## config.mk

```make
export PLATFORM = sky130hd
export DESIGN_NAME = cni_back
export DESIGN_NICKNAME = d
export VERILOG_FILES = /design/src/hw/rtl/cni_pkg.sv /design/src/hw/rtl/cni_back.sv
export SDC_FILE = /design/constraint.sdc
export NUM_CORES = 1
export LEC_CHECK = 0
export BUFFER_PORTS_ARGS = -buffer_cell sky130_fd_sc_hd__buf_2
export CORE_UTILIZATION = 64
export DETAILED_ROUTE_END_ITERATION = 10
export PLACE_DENSITY = 0.83
export SYNTH_ARGS = -nofsm -noshare
export SYNTH_HDL_FRONTEND = slang
export SYNTH_SLANG_ARGS = --single-unit
```

## constraint.sdc

```tcl
create_clock -name i_clk -period 10.49 [get_ports i_clk]
set_input_delay 1.5735 -clock i_clk [delete_from_list [all_inputs] [get_ports i_clk]]
set_output_delay 1.5735 -clock i_clk [all_outputs]
set_load 0.02 [all_outputs]
```

## src/hw/rtl/cni_pkg.sv

```systemverilog
// cni_pkg: shared types and tables for the chroma neighbor interpolation core
// used by cni_front, cni_queue, cni_back and the top level; no dependencies

package cni_pkg;

    // fixed field widths
    localparam int unsigned SAMPLE_W  = 8;
    localparam int unsigned CFG_W_W   = 11;
    localparam int unsigned CFG_H_W   = 13;
    localparam int unsigned MAX_ROWS  = 4096;
    localparam int unsigned SUM_W     = 11;
    localparam int unsigned CNT_W     = 4;
    localparam int unsigned RECIP_W   = 17;
    localparam int unsigned RECIP_SH  = 16;

    // configuration register indexes
    typedef enum logic [0:0] {
        REG_FRAME_WIDTH  = 1'b0,
        REG_FRAME_HEIGHT = 1'b1
    } t_cfg_reg;

    // input op codes
    typedef enum logic [0:0] {
        OP_PIXEL = 1'b0,
        OP_DRAIN = 1'b1
    } t_op;

    // one column of the window as handed from front to back
    typedef struct packed {
        logic [SAMPLE_W-1:0] above2;
        logic [SAMPLE_W-1:0] above;
        logic [SAMPLE_W-1:0] cur;
        logic                emit;
    } t_col_entry;

    // reciprocal table, ceil(2^16 / d); exact floor for sums below 2048
    function automatic logic [RECIP_W-1:0] recip(input logic [CNT_W-1:0] d);
        logic [RECIP_W-1:0] r;
        unique case (d)
            4'd1:    r = 17'd65536;
            4'd2:    r = 17'd32768;
            4'd3:    r = 17'd21846;
            4'd4:    r = 17'd16384;
            4'd5:    r = 17'd13108;
            4'd6:    r = 17'd10923;
            4'd7:    r = 17'd9363;
            4'd8:    r = 17'd8192;
            default: r = 17'd0;
        endcase
        return r;
    endfunction

endpackage

```

## src/hw/rtl/cni_back.sv

```systemverilog
// cni_back: 3x3 window, output raster position, neighbor mean and output register
// uses cni_pkg

module cni_back
    import cni_pkg::*;
#(
    parameter int unsigned MAX_WIDTH = 1024
) (
    input  logic                           i_clk,
    input  logic                           i_rst_n,
    input  logic                           i_restart,
    input  logic [$clog2(MAX_WIDTH+1)-1:0] i_eff_w,
    input  logic [CFG_H_W-1:0]             i_eff_h,
    input  logic                           i_q_valid,
    input  t_col_entry                     i_q_entry,
    output logic                           o_pop,
    output logic                           o_valid,
    output logic [SAMPLE_W-1:0]            o_pixel,
    output logic                           o_last,
    input  logic                           i_ready
);

    localparam int unsigned CW = $clog2(MAX_WIDTH);
    localparam int unsigned WW = $clog2(MAX_WIDTH+1);

    logic [SAMPLE_W-1:0] r_win [9];
    logic [SAMPLE_W-1:0] n_win [9];
    logic [CW-1:0]       r_out_col;
    logic [11:0]         r_out_row;

    // stage a: neighbor sum and count
    logic                r_a_valid, n_a_valid;
    logic [SUM_W-1:0]    r_a_sum;
    logic [CNT_W-1:0]    r_a_cnt;
    logic [SAMPLE_W-1:0] r_a_center;
    logic                r_a_interp;
    logic                r_a_last;

    // output register
    logic                r_o_valid, n_o_valid;
    logic [SAMPLE_W-1:0] r_o_pixel;
    logic                r_o_last;

    logic                a_fire;
    logic                a_free;
    logic                start_a;
    logic                top_ok, bot_ok, left_ok, right_ok;
    logic                last;
    logic                interp;
    logic [SUM_W-1:0]    sum;
    logic [CNT_W-1:0]    cnt;
    logic [SAMPLE_W-1:0] quot;
    logic [SUM_W+RECIP_W-1:0] prod;
    logic [7:0]          use_nb;
    logic [SAMPLE_W-1:0] nb [8];

    // handshake between stages
    assign a_fire  = r_a_valid && (!r_o_valid || i_ready);
    assign a_free  = !r_a_valid || a_fire;
    assign o_pop   = i_q_valid && a_free;
    assign start_a = o_pop && i_q_entry.emit;

    // window after shifting in the popped column
    always_comb begin
        for (int t = 0; t < 6; t++) begin
            n_win[t] = r_win[t+3];
        end
        n_win[6] = i_q_entry.above2;
        n_win[7] = i_q_entry.above;
        n_win[8] = i_q_entry.cur;
    end

    // border flags of the output position
    assign top_ok   = (r_out_row != '0);
    assign bot_ok   = ({1'b0, r_out_row} != i_eff_h - 13'd1);
    assign left_ok  = (r_out_col != '0);
    assign right_ok = (WW'(r_out_col) != i_eff_w - WW'(1));
    assign last     = !bot_ok && !right_ok;
    assign interp   = r_out_row[0] && r_out_col[0];

    // nonzero in-frame neighbors
    always_comb begin
        nb[0] = n_win[3]; use_nb[0] = top_ok;
        nb[1] = n_win[0]; use_nb[1] = top_ok && left_ok;
        nb[2] = n_win[6]; use_nb[2] = top_ok && right_ok;
        nb[3] = n_win[5]; use_nb[3] = bot_ok;
        nb[4] = n_win[2]; use_nb[4] = bot_ok && left_ok;
        nb[5] = n_win[8]; use_nb[5] = bot_ok && right_ok;
        nb[6] = n_win[1]; use_nb[6] = left_ok;
        nb[7] = n_win[7]; use_nb[7] = right_ok;
        sum = '0;
        cnt = '0;
        for (int k = 0; k < 8; k++) begin
            if (use_nb[k] && (nb[k] != '0)) begin
                sum = sum + SUM_W'(nb[k]);
                cnt = cnt + CNT_W'(1);
            end
        end
    end

    // window and output position
    always_ff @(posedge i_clk) begin
        if (!i_rst_n) begin
            for (int t = 0; t < 9; t++) begin
                r_win[t] <= '0;
            end
            r_out_col <= '0;
            r_out_row <= '0;
        end else begin
            if (o_pop) begin
                r_win <= n_win;
            end
            if (i_restart) begin
                r_out_col <= '0;
                r_out_row <= '0;
            end else if (start_a) begin
                if (last) begin
                    r_out_col <= '0;
                    r_out_row <= '0;
                end else if (!right_ok) begin
                    r_out_col <= '0;
                    r_out_row <= r_out_row + 12'd1;
                end else begin
                    r_out_col <= r_out_col + CW'(1);
                end
            end
        end
    end

    // stage a payload
    always_ff @(posedge i_clk) begin
        if (start_a) begin
            r_a_sum    <= sum;
            r_a_cnt    <= cnt;
            r_a_center <= n_win[4];
            r_a_interp <= interp;
            r_a_last   <= last;
        end
    end

    // division by the count through a reciprocal
    assign prod = (SUM_W+RECIP_W)'(r_a_sum) * (SUM_W+RECIP_W)'(recip(r_a_cnt));
    assign quot = prod[RECIP_SH +: SAMPLE_W];

    // valid flags
    always_comb begin
        n_a_valid = (r_a_valid && !a_fire) || start_a;
        n_o_valid = (r_o_valid && !i_ready) || a_fire;
    end

    always_ff @(posedge i_clk) begin
        if (!i_rst_n) begin
            r_a_valid <= 1'b0;
            r_o_valid <= 1'b0;
        end else begin
            r_a_valid <= n_a_valid;
            r_o_valid <= n_o_valid;
        end
    end

    // output register payload
    always_ff @(posedge i_clk) begin
        if (a_fire) begin
            r_o_pixel <= r_a_interp ? quot : r_a_center;
            r_o_last  <= r_a_last;
        end
    end

    assign o_valid = r_o_valid;
    assign o_pixel = r_o_pixel;
    assign o_last  = r_o_last;

endmodule
```

=== Yosys cells after proc, flatten, opt, wreduce, memory -nomap -nowiden ===
Memory sizes are Yosys's and may differ from the RTL's. A register that Yosys moved wholly into a read port is not among the register bits.
Cells that the tools add are included.

* Register bits: 106
* Bits in read-only memories: 272
* Input bits: 54
* Output and inout bits: 11
* Word-level logic and storage cells: 104
* Memories kept: 1

* Add/sub/neg operators: 18
* Multipliers: 1
* Equality and inequality tests: 3
* Mux-type cells: 22
* Bitwise gates (word level): 1
* Reduce and logical (&&, ||, !) cells: 41

{| class="wikitable"
|+ Memories
! memory !! words !! width !! read ports !! clocked after memory_dff !! wr ports !! RTL line !! source
|-
| (name not given) || 16 || 17 || 1 || 1 || 0 || cni_pkg.sv:39 || <nowiki>unique case (d)</nowiki>
|}

{| class="wikitable"
|+ Operators with widths
! operator !! count
|-
| $add A11 B8 Y11 || 7
|-
| $mux W11 || 7
|-
| $reduce_bool A8 Y1 || 8
|-
| $mux W4 || 8
|-
| $add A4 B1 Y4 const B || 7
|-
| $mul A11 B17 Y24 || 1
|-
| $mux W12 || 2
|-
| $mux W10 || 2
|-
| $logic_and A1 B1 Y1 || 19
|-
| $mux W8 || 2
|-
| $ne A12 B13 Y1 || 1
|-
| $sub A13 B1 Y13 const B || 1
|-
| $add A12 B1 Y12 const B || 1
|-
| $reduce_bool A12 Y1 || 1
|-
| $ne A10 B11 Y1 || 1
|-
| $sub A11 B1 Y11 const B || 1
|-
| $add A10 B1 Y10 const B || 1
|-
| $reduce_bool A10 Y1 || 1
|-
| $logic_not A1 Y1 || 6
|-
| $logic_or A1 B1 Y1 || 4
|-
| $ne A2 B1 Y1 const B || 1
|-
| $reduce_and A2 Y1 || 1
|-
| $reduce_or A2 Y1 || 1
|-
| $mux W1 || 1
|-
| $not A1 Y1 || 1
|}

=== Logic depth before layout (Yosys ltp) ===
* Depth after elaboration: 18
* Depth in mapped cells: 47
* Mapped depth without buffers: 47

=== Least setup slack after synthesis ===
No wires, ideal clock.

* Kind: in2reg
* Start point: input i_eff_w[0]
* End point: register r_a_sum[10] (data pin)
* Arrival time: 9249 ps
* Required time: 10230 ps
* Path slack: 982 ps
* Stages on the path: 42
* Path buffers: 3
* Path through: inv_1 > ha_1 > or3b_1 > buf_2 > o31ai_1 > a311oi_1 > or2_1 > buf_2 > a21oi_1 > clkbuf_1 > mux2_2 > ha_1 > fa_1 > mux2i_1 > inv_1 > ha_1 > a21o_1 > a21oi_1 > [6 not listed] > ha_1 > a21oi_1 > xnor2_1 > nor2_1 > a21oi_1 > ha_1 > a21oi_1 > o21ai_0 > xor2_1 > mux2_2 > ha_1 > o21a_1 > o21ai_0 > inv_1 > a21oi_1 > o21ai_0 > mux2i_1 > xnor2_1

* Word-level cells in the longest chain between the ends: 15

{| class="wikitable"
|+ Ends and longest elaborated chain
! what !! RTL line !! source
|-
| start, declared || cni_back.sv:12 || <nowiki>input logic [$clog2(MAX_WIDTH+1)-1:0] i_eff_w,</nowiki>
|-
| $sub A11 B1 Y11 * || cni_back.sv:77 || <nowiki>assign right_ok = (WW'(r_out_col) != i_eff_w - WW'(1));</nowiki>
|-
| $ne A10 B11 Y1 * || cni_back.sv:77 ||
|-
| $logic_and A1 B1 Y1 || cni_back.sv:85 || <nowiki>nb[2] = n_win[6]; use_nb[2] = top_ok && right_ok;</nowiki>
|-
| $logic_and A1 B1 Y1 || cni_back.sv:94 || <nowiki>if (use_nb[k] && (nb[k] != '0)) begin</nowiki>
|-
| $mux W11 || cni_back.sv:94 ||
|-
| $add A11 B8 Y11 || cni_back.sv:95 || <nowiki>sum = sum + SUM_W'(nb[k]);</nowiki>
|-
| $mux W11 || cni_back.sv:94 ||
|-
| $add A11 B8 Y11 || cni_back.sv:95 ||
|-
| $mux W11 || cni_back.sv:94 ||
|-
| $add A11 B8 Y11 || cni_back.sv:95 ||
|-
| $mux W11 || cni_back.sv:94 ||
|-
| $add A11 B8 Y11 || cni_back.sv:95 ||
|-
| $mux W11 || cni_back.sv:94 ||
|-
| $add A11 B8 Y11 || cni_back.sv:95 ||
|-
| $mux W11 * || cni_back.sv:94 ||
|-
| named net sum[10] || cni_back.sv:50 || <nowiki>logic [SUM_W-1:0] sum;</nowiki>
|-
| end signal, assigned || cni_back.sv:133 || <nowiki>r_a_sum <= sum;</nowiki>
|-
| end, declared || cni_back.sv:33 || <nowiki>logic [SUM_W-1:0] r_a_sum;</nowiki>
|}

Mark *: on every way through the listed nets, which the timed path passes. The rest lies on a longest branch.
A chain may end at the register's enable or synchronous reset.

=== Worst setup path in the final report ===
Same ends and word-level chain as after synthesis.

==> qor.yml <==
worst_setup_path:
  slowest_delay_ps: 470
  cp-start-kind: "input port"
  crit_slowest_cell: "or3b_1"
  path_common_cell: "a21oi_1"
  cp_num_buf_inv: 5
  arrival_ps: 9880
  path_max_fanout: 7
  criticalPathCategory: "input port to flop"
  critPathRequiredTime_ps: 10650
  critPathTopFamily: "compound AO/OA/AOI/OAI gates"
  cp-end-kind: "flop"
cts:
  clk_pin_slew_ps: 50
  cts_setup_buffers: 0
  clkLatencyLatePin_ps: 420
  cts-root-buf: "clkbuf_16"
  ctsResizeCount: 0
  cts_made_buffers: 17
  numClockSinks: 118
  hold_buffers: 0
  cts_buffer_depth: 2
  cts_tree: "built"
  h-tree-depth: 4
global_route:
  grt_max_degree: 53
  grt_antenna_before_repair: 0
  grt-ovfl-total: 0
  track_usage_pct: 31.7
  grt_pass1_wl_mm: 55.2
  grt_pass1_vias: 11600
logic_synthesis:
  syn_area_um2: 13900
  synth_edf_count: 34
  ys.flop_type: "dfxtp_1"
  yosysTopAreaCellShare_pct: 19.5
  postSynthAreaPerCell_um2: 8.61
  synth.area.top_cells: "fa_1 (19%), dfxtp_1 (12%), ha_1 (11%)"
  synthCells: 1611
  yosysWarnings: 0
  async_flop_share_pct: 0
  synth.distinct_cells: 79
  ys_ff_latch: 118
  synth_area_leader_cell: "fa_1"
  synth.net_count: 1918
  yosysSeqAreaShare_pct: 19.5
timing:
  tightestPinTransition_ps: 1210
  relSlewSlack_pct: 18.9
  layout_setup_ws_ps: 773
  finalHoldViolations: 0
  rsz0062_at_grt: "no"
  period_needed_ps: 9720
  setup_viol: 0
  skew_ps: 11.4
  finalMaxSlewViolations: 0
  setup_tns_ps: 0
  timing.fmax_ghz: 0.103
  finalCritPeriodShare_pct: 92.6
final_layout:
  syn_to_final_growth_pct: 7.99
  final_cells: 1933
  post-route-util_pct: 70.8
  layout_common_cells: "nand2_1 (249), inv_1 (185), fa_1 (135), ha_1 (118), dfxtp_1 (84)"
  diodes: 0
  layout-drive-gt1-share_pct: 9.35
  final_common_cell: "nand2_1"
  fillers: 1555
  nets: 1952
die:
  start_util_pct: 65.6
  core_area_um2: 21200
  fp-row-count: 53
  dieArea_um2: 22300
  die_h_um: 149
  ioPinCount: 65
  die_w_um: 149
drt:
  via_per_inst: 5.95
  routed_wl_mm: 33.6
  ant_nets: 0
  drc: 0
  routedWlPerCell_um: 17.4
  vias: 11500
  drtIter0Drc: 692
  first_pass_iters: 5
power_and_ir_drop:
  irDropWorstVdd_mv: 0.121
  total_power_w: 0.00270
  p_leak_nw: 6.91
  power_per_cell_area_nw_per_um2: 180
outcome:
  run_status: "complete, no violations"
placement:
  gp_congestion: 0.968
  numPlacedInstances: 1901
  dp_hpwl_mm: 26.5
  port_buffers: 64
  pre_cts_slack_ps: 412
run:
  maxCapViolCount: 0
hold_path:
  worstHoldPathType: "flop to flop"
## final timing paths
kind / start / to / slack [ps] / cells past startpoint
worst min-delay path: r_a_last / o_last / 420 / 0
worst max-delay path: i_eff_w[0] / r_a_sum[10] / 770 / 40
worst min register to register: r_a_last / o_last / 420 / 0
worst max register to register: r_out_row[0] / r_a_sum[10] / 950 / 46
## report_power, final
group          internal, W  leakage, nW  switching (W)  total [W]
sequential        0.000525         1.01      0.0000683   0.000593
combinational     0.000674         5.61       0.000833    0.00151
clock             0.000393        0.294       0.000205   0.000597
## cell usage after synthesis, drive strengths merged (3+ instances only)
library cell,number
nand2,250
inv,185
fa,135
ha,118
dfxtp,84
a21oi,80
nor2,78
and2,72
xnor2,72
a21boi,55
clkbuf,50
o21ai,44
xor2,39
edfxtp,34
mux2,34
nand3,24
nor3,23
a21o,19
nor2b,19
nor4,19
o21bai,17
mux2i,15
nand4,14
or3,13
and3,12
o31ai,11
o21a,9
buf,8
or4,8
nand2b,5
or3b,5
a211oi,4
a22oi,4
a31oi,4
a2111oi,3
nand4b,3
nor3b,3
nor4b,3
o221ai,3
o31a,3
or2,3
## cells by family after synthesis
| kind of cell | Yosys count | synth area share [%] |
|---|---|---|
| mux | 49 | 3.84 |
| simple gates | 560 | 19.6 |
| compound gates | 275 | 13.2 |
| fa+ha+maj | 253 | 30.1 |
| flops | 118 | 19.5 |
| xor+xnor | 111 | 7.01 |
| buf+inv | 245 | 6.72 |
## per-layer routing
layer	up-vias	share of wire, %	GRT usage (%)	routed length (µm)
li1	5423	-	-	-
met1	5537	40	38.3	13500
met2	449	50	55.3	16800
met3	95	6.8	6.42	2290
met4	0	3.2	11.8	1080
met5	-	0	0	0
## worst reg2reg max path, delay by kind of cell (launching register included)
kind / cells / cell delay [ps]
AO/OA/AOI/OAI: 14 / 2580
XOR/XNOR: 5 / 580
adder cells (fa/ha/maj): 9 / 2600
buffers and inverters: 5 / 480
flip-flops: 1 / 360
multiplexers: 4 / 1050
AND/OR/NAND/NOR: 9 / 1630
## metrics by stage
stage / hold WS (ps) / instance area [µm²]
CTS: 424 / 15000
global placement: 412 / 14400
finish: 424 / 15000
global route: 424 / 15000
detailed placement: 411 / 14400
floorplan: 400 / 13900
## final cells by class
type                            count  area [µm²]  area share (%)
Sequential cell                   118        2700            18.0
Timing Repair Buffer               73         388            2.59
Clock buffer                       20         437            2.91
Tap cell                          275         344            2.30
Multi-Input combinational cell   1248       10300            68.4
Clock inverter                     12         160            1.07
Inverter                          187         702            4.68
No activity file was read; power rests on OpenSTA's default activity.
