**config.mk**
```make
export PLATFORM = sky130hd
export DESIGN_NAME = cni_queue
export DESIGN_NICKNAME = d
export VERILOG_FILES = /design/src/hw/rtl/cni_pkg.sv /design/src/hw/rtl/cni_queue.sv
export SDC_FILE = /design/constraint.sdc
export NUM_CORES = 1
export LEC_CHECK = 0
export ABC_AREA = 1
export BUFFER_PORTS_ARGS = -buffer_cell sky130_fd_sc_hd__buf_2
export CELL_PAD_IN_SITES_DETAIL_PLACEMENT = 0
export CELL_PAD_IN_SITES_GLOBAL_PLACEMENT = 1
export CORE_MARGIN = 2
export CORE_UTILIZATION = 30
export DETAILED_ROUTE_END_ITERATION = 10
export PLACE_DENSITY_LB_ADDON = 0.1
export SETUP_SLACK_MARGIN = 0.05
export SLEW_MARGIN = 5
export SYNTH_ARGS = -nofsm -noshare
export SYNTH_HDL_FRONTEND = slang
export SYNTH_SLANG_ARGS = --single-unit
```
**constraint.sdc**
```tcl
create_clock -name i_clk -period 2.35 [get_ports i_clk]
set_clock_uncertainty 0.2 [all_clocks]
set_input_delay 0.235 -clock i_clk [delete_from_list [all_inputs] [get_ports i_clk]]
set_output_delay 0.235 -clock i_clk [all_outputs]
set_load 0.01 [all_outputs]
```
**src/hw/rtl/cni_pkg.sv**
```systemverilog
// cni_pkg: shared types and tables for the chroma neighbor interpolation core
// used by cni_front, cni_queue, cni_back and the top level; no dependencies

package cni_pkg;

    // fixed field widths
    localparam int unsigned SAMPLE_W  = 8;
    localparam int unsigned CFG_W_W   = 11;
    localparam int unsigned CFG_H_W   = 13;
    localparam int unsigned MAX_ROWS  = 4096;
    localparam int unsigned SUM_W     = 11;
    localparam int unsigned CNT_W     = 4;
    localparam int unsigned RECIP_W   = 17;
    localparam int unsigned RECIP_SH  = 16;

    // configuration register indexes
    typedef enum logic [0:0] {
        REG_FRAME_WIDTH  = 1'b0,
        REG_FRAME_HEIGHT = 1'b1
    } t_cfg_reg;

    // input op codes
    typedef enum logic [0:0] {
        OP_PIXEL = 1'b0,
        OP_DRAIN = 1'b1
    } t_op;

    // one column of the window as handed from front to back
    typedef struct packed {
        logic [SAMPLE_W-1:0] above2;
        logic [SAMPLE_W-1:0] above;
        logic [SAMPLE_W-1:0] cur;
        logic                emit;
    } t_col_entry;

    // reciprocal table, ceil(2^16 / d); exact floor for sums below 2048
    function automatic logic [RECIP_W-1:0] recip(input logic [CNT_W-1:0] d);
        logic [RECIP_W-1:0] r;
        unique case (d)
            4'd1:    r = 17'd65536;
            4'd2:    r = 17'd32768;
            4'd3:    r = 17'd21846;
            4'd4:    r = 17'd16384;
            4'd5:    r = 17'd13108;
            4'd6:    r = 17'd10923;
            4'd7:    r = 17'd9363;
            4'd8:    r = 17'd8192;
            default: r = 17'd0;
        endcase
        return r;
    endfunction

endpackage

```
**src/hw/rtl/cni_queue.sv**
```systemverilog
// cni_queue: small flop-based fifo of window columns between front and back
// uses cni_pkg

module cni_queue
    import cni_pkg::*;
#(
    parameter int unsigned DEPTH = 4
) (
    input  logic       i_clk,
    input  logic       i_rst_n,
    input  logic       i_push,
    input  t_col_entry i_entry,
    output logic       o_full,
    input  logic       i_pop,
    output logic       o_valid,
    output t_col_entry o_entry
);

    localparam int unsigned PW = $clog2(DEPTH);
    localparam int unsigned NW = $clog2(DEPTH+1);

    t_col_entry       r_mem [DEPTH];
    logic [PW-1:0]    r_wr_ptr, n_wr_ptr;
    logic [PW-1:0]    r_rd_ptr, n_rd_ptr;
    logic [NW-1:0]    r_count, n_count;

    assign o_full  = (r_count == NW'(DEPTH));
    assign o_valid = (r_count != '0);
    assign o_entry = r_mem[r_rd_ptr];

    // pointer and fill level update
    always_comb begin
        n_wr_ptr = r_wr_ptr;
        n_rd_ptr = r_rd_ptr;
        n_count  = r_count;
        if (i_push) begin
            n_wr_ptr = (r_wr_ptr == PW'(DEPTH-1)) ? '0 : r_wr_ptr + PW'(1);
        end
        if (i_pop) begin
            n_rd_ptr = (r_rd_ptr == PW'(DEPTH-1)) ? '0 : r_rd_ptr + PW'(1);
        end
        if (i_push && !i_pop) begin
            n_count = r_count + NW'(1);
        end else if (i_pop && !i_push) begin
            n_count = r_count - NW'(1);
        end
    end

    always_ff @(posedge i_clk) begin
        if (!i_rst_n) begin
            r_wr_ptr <= '0;
            r_rd_ptr <= '0;
            r_count  <= '0;
        end else begin
            r_wr_ptr <= n_wr_ptr;
            r_rd_ptr <= n_rd_ptr;
            r_count  <= n_count;
        end
    end

    // entry storage
    always_ff @(posedge i_clk) begin
        if (i_push) begin
            r_mem[r_wr_ptr] <= i_entry;
        end
    end

endmodule

```
# After elaboration in Yosys (flattened, before gate mapping)
# Memories as Yosys holds them, arrays and structs flattened. A register that Yosys moved wholly into a read port is not among the register bits.
# Cells that the tools add are included.
# totals
ff_bits	7
mem_bits_rw	100
inputBits	29
wordCells	25
mem_count	1
# op_classes
add_sub_neg	4
n_eq_ne	3
muxes	8
reduce_logical	6
# memory_table
name	words	word_bits	read_ports	rd_clocked_by_memory_dff	write_ports	line	source
r_mem	4	25	1	1	1	cni_queue.sv:22	t_col_entry r_mem [DEPTH];
# op_table
op	n
2-to-1 mux 2 bit	4
2-to-1 mux 3 bit	2
adder 2 x 1 -> 2 bit (second input constant)	2
== test 2 bit (second input constant)	2
adder 3 x 1 -> 3 bit (second input constant)	1
== test 3 bit (second input constant)	1
nonzero test 3 bit	1
subtractor 3 x 1 -> 3 bit (second input constant)	1
logical AND 1 bit	2
zero test 1 bit	2
2-to-1 mux 1 bit	2
nonzero test 2 bit	1

# Logic depth before layout (Yosys ltp)
# Gate-level depths: netlist (run 1).
# depth
word_depth	4
depth_mapped	10

# Worst setup path before layout (run 1)
# No wires, ideal clock.
# synth_timing
kind	reg2reg
startpoint	reg r_wr_ptr[0]
endpoint	mem r_mem[3][0] (netlist bit) (enable)
setup_ns	0.380
t_arrival_ns	1.089
required_ns	1.770
slack_ns	0.681
stages_incl_launch_ff	4
synth_period_minus_slack_ns	1.669
cell_sequence	dfxtp_1 ha_1 nand2_1 inv_1
# synth_lines
item	line	source
start, declared	cni_queue.sv:23	logic [PW-1:0] r_wr_ptr, n_wr_ptr;
start signal, assigned	cni_queue.sv:55	r_wr_ptr <= n_wr_ptr;
end, declared	cni_queue.sv:22	
# Straight into the memory's write port.

==> flow_summary.yaml, run 1 <==
floorplan:
  core_area_um2: 13720
  num_io_pins: 56
  die-height_um: 121.9
  start_util: 0.3039
  die_x_um: 121.9
  die_area_um2: 14860
  row_count: 43
hold_path:
  holdCritStartpoint: "i_pop"
  holdPathStages: 4
  worstHoldPathType: "input port to flop"
  min_to: "r_rd_ptr[1]"
power_and_ir_drop:
  p_total_mw: 4.394
  power.density_nw_per_um2: 837.3
  pwr-share-clk: 0.383
  p_int_mw: 3.424
  p_leak_nw: 1.928
  p_sw_frac: 0.2207
  ir_drop_v: 0.0003248
  p_comb_frac: 0.108
  p_seq_frac: 0.509
  p_sw_uw: 969.7
clock_network:
  post_cts_buffers: 0
  clkLatencyLatePin_ns: 0.34
  cts_made_buffers: 9
  cts_resized: 0
  cts_tree: "built"
  cts.sinks: 109
  root_buffer: "clkbuf_16"
  clockBufferDepth: 2
  path_clk_slew_ns: 0.07
  htree_levels: 3
yosys:
  yosysTopAreaCellShare: 0.7203
  synth_edf_count: 100
  seq_area_frac_synth: 0.7635
  yosys-top-cells-count: "100 x edfxtp_1, 59 x nor2_1, 39 x o21ai_0"
  synth.area.top_cells: "edfxtp_1 72%, nor2_1 5.3%, o21ai_0 4.7%"
  yosys_warnings: 0
  ys_async_sr_fraction: 0
  synth_top_area_cell: "edfxtp_1"
  synth_seq_cells: 109
  synth.distinct_cells: 20
  syn_avg_cell_area_um2: 13.80
  yosysMostFrequentCell: "edfxtp_1"
  syn-instance-count: 302
  synth_top_flop_cell: "edfxtp_1"
  synth.cell_area_um2: 4169
  syn-num-nets: 338
placed_design:
  place_area_um2: 4657
  gp_congestion: 0.7175
  hpwl_mm: 5.230
  io_buffers: 55
detailed_routing:
  met2_length_mm: 4.187
  wl_met1_mm: 4.282
  routed-wl-met3_um: 382
  routed_wirelength_mm: 8.969
  wl_per_cell_um: 15.63
  vias_per_cell: 4.497
  dr_total_vias: 2581
  drc: 0
  first_pass_iters: 4
  first_iter_violations: 162
  ant_nets: 0
  highest_layer: "met4"
critical_path:
  arrival_ns: 1.61
  reg2reg_slack_ns: 0.81
  rr_endpoint: "r_mem[1][24]"
  reg2reg_depth: 4
  reg2reg_from: "r_wr_ptr[0]"
  startpoint_type: "flop"
  critPathCaptureType: "primary output"
  cp.required_ns: 1.91
  crit_fanout: 50
  path_class: "flop to primary output"
flow_run:
  drv_cap: 0
timing:
  fin_crit_sh: 0.8684
  layout_min_cycle_time_ns: 2.041
  fmax_mhz: 490.0
  hold_viol: 0
  tns_ns: 0
  finalSetupViolations: 0
  drv_slew: 0
  grt_setup_unrepaired: "no"
  slew_headroom: 0.6511
  worst_pin_slew_ns: 0.5233
layout:
  fillers: 1345
  diodes: 0
  final_cell_area_um2: 5248
  drive_above_1_share: 0.2030
  nets: 425
  syn_to_final_growth_pct: 25.87
global_route:
  grt_pass1_vias: 2557
  grt_pass1_wl_mm: 13.84
  antenna_found_initial: 0
  grt_max_degree: 51
  grt-ovfl-total: 0
  grt_usage: 0.1289
outcome:
  outcome: "complete, no violations"
-- worst max-delay path, stage by stage (launching register included) --
cell     delay, ns
dfxtp_2       0.34
inv_4         0.39
o21ai_0       0.15
o22ai_1       0.18
buf_2         0.17
-- cells in the final DEF, fill, tap and decap left out --
master / instances
edfxtp_1: 100
nor2_1: 59
buf_2: 55
o21ai_0: 39
dlygate4sd3_1: 26
o22ai_1: 25
inv_1: 14
o21ai_1: 14
nand2_1: 9
clkbuf_16: 9
buf_4: 9
dfxtp_1: 8
ha_1: 6
nor3_1: 3
a21oi_1: 3
bufinv_16: 3
clkinv_1: 3
inv_4: 1
inv_2: 1
xor2_1: 1
nand3_1: 1
nand4_1: 1
fa_1: 1
dfxtp_2: 1
clkbuf_1: 1
buf_12: 1
-- flip-flops by register name (all words and copies together), names as in the netlist, named ones only --
name	flops
r_wr_ptr	2
r_rd_ptr	2
r_mem	100
r_count	3
-- metrics by stage --
| stage | util | instances | hold slack, ns | setup WS (ns) |
|---|---|---|---|---|
| finish | 0.3825 | 574 | 0.04807 | 0.3093 |
| detailed placement | 0.3394 | 532 | 0.2528 | 0.6350 |
| floorplan | - | 302 | 0.1339 | 0.6809 |
| CTS | 0.3825 | 574 | 0.03846 | 0.2502 |
| global route | 0.3825 | 574 | 0.07089 | 0.1633 |
| global placement | 0.3394 | 532 | 0.2534 | 0.6662 |
-- power by group through the flow --
stage / Clock [mW] / Sequential (mW) / Combinational [mW]
2_1_floorplan: 0 / 2.28 / 0.263
3_3_place_gp: 0 / 2.28 / 0.454
3_5_place_dp: 0 / 2.28 / 0.455
4_1_cts: 1.73 / 2.24 / 0.489
5_1_grt: 1.80 / 2.25 / 0.541
6_report: 1.68 / 2.24 / 0.474
-- worst max-delay path by stage --
stage	to	slack, ns	depth (start not counted)
after global placement	o_entry[5]	0.67	4
after CTS	o_entry[5]	0.25	4
final	o_entry[1]	0.31	4
after global routing	o_entry[1]	0.16	4
after detailed placement	o_entry[5]	0.63	4
after floorplan	r_mem[3][0]	0.68	3
-- final cells by class --
type	instances	area [µm²]	area share
Sequential cell	109	3184	0.6068
Multi-Input combinational cell	162	822.0	0.1567
Tap cell	180	225.2	0.04292
Clock inverter	6	101.3	0.01931
Inverter	16	62.56	0.01192
Clock buffer	10	229.0	0.04363
Timing Repair Buffer	91	623.1	0.1187
-- metal layers --
metal  up-vias  GRT usage
li1       1277          -
met1      1258     0.1719
met2        40     0.1983
met3         6    0.03558
met4         0    0.05388
met5         -          0
-- kinds of logic after synthesis --
logic type / Yosys count / share of synthesized area
DFF: 109 / 0.7635
and+or+nand+nor: 73 / 0.06752
adders and majority gates: 7 / 0.02281
AOI/OAI and AO/OA: 81 / 0.1047
xor gates and xnor gates: 1 / 0.002101
buffers and inverters: 31 / 0.03932
-- what timing repair did --
item / in CTS / in global routing
hold buffers: 26 / 0
endpoints found under the setup margin: 0 / 0
endpoints found under the hold margin: 103 / 0
Power figures use the tool's default switching activity.
==> run 2, diff against run 1 <==
- clock period: 2.35 -> 1.83 ns (I/O delays scaled with it)
==> run 2 against run 1 <==
Net effect:
- the flow now finishes with violations (hold timing)
- sequential share of layout area is 4.3 points lower
- register-to-register slack lost 0.50 ns
- design area up 7.7%
- global-route usage up 1.0 points
==> flow_summary.yaml, run 2 (synthesized netlist as in run 1, its figures left out) <==
floorplan:
  die_x_um: 121.9
  num_io_pins: 56
  start_util: 0.3039
  core_area_um2: 13720
  die-height_um: 121.9
  row_count: 43
  die_area_um2: 14860
layout:
  syn_to_final_growth_pct: 35.62
  largest_reg_flops: 100
  fillers: 1333
  largest_register: "r_mem"
  diodes: 0
  fin_util: 0.4121
  final_cell_mix: "100 x edfxtp_1, 54 x buf_2, 51 x nor2_1"
  reg_top3: "r_mem x100, r_count x3"
  drive_above_1_share: 0.3058
  nets: 443
  final_common_cell: "edfxtp_1"
outcome:
  outcome: "finished with violations"
  violations: "hold timing"
critical_path:
  slowest_stage: "dfxtp_4"
  critPathMaxStageDelay_ns: 0.43
  arrival_ns: 1.42
  path_cells: "buf_12 -> clkbuf_16 -> o21ai_2 -> o22ai_1 -> buf_2"
  crit_fanout: 4
  startpoint_type: "flop"
  path_class: "flop to primary output"
  critPathCaptureType: "primary output"
  cp.required_ns: 1.45
clock_network:
  htree_levels: 3
  path_clk_slew_ns: 0.07
  cts.sinks: 109
  cts_tree: "built"
  clockBufferDepth: 2
  cts_made_buffers: 9
  clkLatencyLatePin_ns: 0.35
  root_buffer: "clkbuf_16"
timing:
  drv_slew: 0
  whs_ns: -0.009233
  fin_crit_sh: 0.9850
  grt_setup_unrepaired: "yes"
  tns_ns: 0
  setup_slack_ns: 0.02737
  fmax_mhz: 554.7
  finalSetupViolations: 0
  slew_headroom: 0.8339
  layout_min_cycle_time_ns: 1.803
  worst_pin_slew_ns: 0.2465
  hold_viol: 2
detailed_routing:
  first_pass_iters: 4
  wl_per_cell_um: 16.39
  ant_nets: 0
  first_iter_violations: 112
  drc: 0
  dr_total_vias: 2666
  vias_per_cell: 4.503
  routed_wirelength_mm: 9.700
power_and_ir_drop:
  power.density_nw_per_um2: 962.0
  p_total_mw: 5.439
  p_leak_nw: 2.093
  ir_drop_v: 0.0003951
flow_run:
  drv_cap: 0
global_route:
  grt_pass1_vias: 2683
  antenna_found_initial: 0
  grt_usage: 0.1391
  grt_pass1_wl_mm: 14.80
  grt_max_degree: 22
  grt-ovfl-total: 0
hold_path:
  worstHoldPathType: "input port to flop"
placed_design:
  io_buffers: 55
  pre_cts_ws_ns: 0.2048
  gp_congestion: 0.6679
  hpwl_mm: 5.499
run 2: cell types whose count changed in the layout (fill, tap and decap cells not counted), sizes merged:
cell         delta
inv             +1
clkbuf          +4
dlygate4sd3     +1
bufinv          -3
buf            +15
run 2: worst max-delay path: cells and delay by family (launching register included):
kind	cells	cell delay (ns)
buf+inv	3	0.45
flops	1	0.43
compound gates	2	0.18
run 2: metal layers:
layer,part of all wire,track usage,vias up
li1,-,-,1323
met1,0.46,0.1743,1286
met2,0.49,0.2304,45
met3,0.036,0.02949,12
met4,0.021,0.06466,0
met5,0,0,-
run 2: worst paths after layout:
path	startpoint	endpoint	slack, ns	cells past startpoint
setup reg to reg	r_wr_ptr[0]	r_mem[3][10]	0.31	4
hold / removal	i_pop	flop	-0.009	4
setup / recovery	flop	o_entry[13]	0.03	5
hold reg to reg	r_wr_ptr[1]	r_wr_ptr[1]	0.34	2
run 2: cell type report:
cell class	instances	area (µm²)	share of cell area
flip-flops and latches	109	3188	0.5638
clock inverters	4	23.77	0.004204
well taps	180	225.2	0.03983
inverters	16	67.56	0.01195
repair buffers	109	975.9	0.1726
multi-input cells	162	937.1	0.1657
clock buffers	12	236.5	0.04182
run 2: repair_timing:
| item | 4_1_cts | 5_1_grt |
|---|---|---|
| resized for setup | 34 | 30 |
| pin swaps | 9 | 7 |
| hold buffers | 28 | 0 |
| gates cloned | 3 | 2 |
| endpoints found under the hold margin | 109 | 0 |
| buffers inserted | 4 | 2 |
| setup endpoints to repair | 25 | 27 |
run 2: power by group:
part           switching [mW]  internal (mW)  leakage, nW  total [mW]
Clock                   0.848          0.923        0.131        1.77
Sequential             0.0468           2.84        0.994        2.88
Combinational           0.420          0.364        0.969       0.784
Total                    1.31           4.12         2.09        5.44
run 2: through the flow:
stage               instance area (µm²)  instances
floorplan                          4169        302
global placement                   4777        538
detailed placement                 4777        538
CTS                                5523        589
global route                       5654        592
finish                             5654        592
==> run 3, diff against run 2 <==
==> constraint.sdc (replaced) <==
create_clock -name i_clk -period 1.83 [get_ports i_clk]
set_clock_uncertainty 0.2 [all_clocks]
set_input_delay 0.2745 -clock i_clk [delete_from_list [all_inputs] [get_ports i_clk]]
set_output_delay 0.2745 -clock i_clk [all_outputs]
set_load 0.01 [all_outputs]
==> run 3 against run 2 <==
Net effect:
- the run ends with setup timing left
- combinational power decreased by 1%
- worst hold slack improved by 0.091 ns
- utilization increased by 0.31 points
- critical path depth increased by 1
- largest power group unchanged
==> flow_summary.yaml, run 3 (synthesized netlist as in run 1, its figures left out) <==
timing:
  tns_ns: -1.671
  drv_slew: 0
  grt_setup_unrepaired: "yes"
  fin_crit_sh: 1.055
  slew_headroom: 0.8302
  whs_ns: 0.08171
  finalSetupViolations: 25
  setup_slack_ns: -0.1012
  hold_viol: 0
  layout_min_cycle_time_ns: 1.931
  fmax_mhz: 517.8
  worst_pin_slew_ns: 0.2547
detailed_routing:
  routed_wirelength_mm: 9.217
  ant_nets: 0
  vias_per_cell: 4.494
  drc: 0
  first_iter_violations: 106
  dr_total_vias: 2674
  first_pass_iters: 4
  wl_per_cell_um: 15.49
clock_network:
  cts_made_buffers: 9
  cts.sinks: 109
  path_clk_slew_ns: 0.07
  htree_levels: 3
  cts_tree: "built"
  clockBufferDepth: 2
  clkLatencyLatePin_ns: 0.35
  root_buffer: "clkbuf_16"
layout:
  final_cell_mix: "100 x edfxtp_1, 55 x nor2_1, 55 x buf_2"
  final_cell_area_um2: 5697
  final_cells: 595
  nets: 446
  drive_above_1_share: 0.3325
  reg_top3: "r_mem x100, r_count x3"
  diodes: 0
  syn_to_final_growth_pct: 36.64
  fin_util: 0.4152
  largest_reg_flops: 100
  largest_register: "r_mem"
  final_common_cell: "edfxtp_1"
global_route:
  grt_pass1_wl_mm: 14.04
  grt_pass1_vias: 2613
  antenna_found_initial: 0
  grt_max_degree: 20
  grt_usage: 0.1293
  grt-ovfl-total: 0
floorplan:
  row_count: 43
  core_area_um2: 13720
  num_io_pins: 56
  start_util: 0.3039
  die-height_um: 121.9
  die_area_um2: 14860
  die_x_um: 121.9
critical_path:
  reg2reg_slack_ns: 0.32
  reg2reg_from: "r_wr_ptr[0]"
  cp.required_ns: 1.36
  startpoint_type: "flop"
  reg2reg_depth: 5
  rr_endpoint: "r_mem[0][22]"
  critPathCaptureType: "primary output"
  arrival_ns: 1.46
  crit_fanout: 8
  path_class: "flop to primary output"
power_and_ir_drop:
  p_leak_nw: 2.102
  p_total_mw: 5.482
  ir_drop_v: 0.0004226
  power.density_nw_per_um2: 962.3
hold_path:
  holdPathStages: 3
  holdCritStartpoint: "i_push"
  worstHoldPathType: "input port to flop"
  min_to: "r_wr_ptr[1]"
placed_design:
  io_buffers: 55
  place_area_um2: 4785
  pre_cts_ws_ns: 0.1216
  gp_congestion: 0.6688
  hpwl_mm: 5.740
  dp.cells: 544
outcome:
  violations: "setup timing"
  outcome: "finished with violations"
flow_run:
  drv_cap: 0
-- run 3: changes by cell type in the layout (fill, tap and decap cells not counted), sizes merged --
cell         before  now
clkbuf           14   11
clkinvlp          0    1
inv              17   16
dlygate4sd3      27   26
buf              80   84
clkinv            3    6
-- run 3: report_power, final --
group          leakage, nW  internal, mW  switching, mW
registers            0.994          2.84         0.0517
clock network        0.133         0.928          0.891
logic                0.974         0.354          0.421
-- run 3: worst max-delay path, stage by stage (launching register included) --
cell	delay (ns)
dfxtp_4	0.43
buf_6	0.15
buf_12	0.15
buf_6	0.11
nor2_4	0.03
o22ai_2	0.10
buf_2	0.15
-- run 3: cell type report --
class,count,area [µm²]
clock inverters,7,51.30
inverters,16,77.57
fillers,1322,8023
well taps,180,225.2
multi-input cells,162,1003
flip-flops and latches,109,3191
clock buffers,9,225.2
repair buffers,112,923.4
-- run 3: worst max-delay path by stage --
stage                      from          end  slack, ns  cells after the start
finish                     flop  o_entry[24]      -0.10                      6
global placement          i_pop   r_count[2]       0.12                     11
floorplan           r_wr_ptr[0]  r_mem[3][0]       0.16                      3
CTS                        flop  o_entry[16]      -0.13                      5
detailed placement        i_pop   r_count[2]       0.12                     11
global route               flop  o_entry[24]      -0.17                      6
-- run 3: timing repair --
item                                    in CTS  in global routing
pin swaps                                    3                 20
gates cloned                                 0                  2
gates resized for setup                     22                 66
buffers inserted                             2                  5
endpoints found under the setup margin      25                 25
endpoints found under the hold margin      103                  0
hold buffers                                26                  0
-- run 3: routing by layer --
| layer | GRT usage | wire [µm] |
|---|---|---|
| met3 | 0.02809 | 288 |
| met2 | 0.2015 | 4371 |
| met1 | 0.1726 | 4382 |
| met5 | 0 | 0 |
| met4 | 0.06034 | 175 |
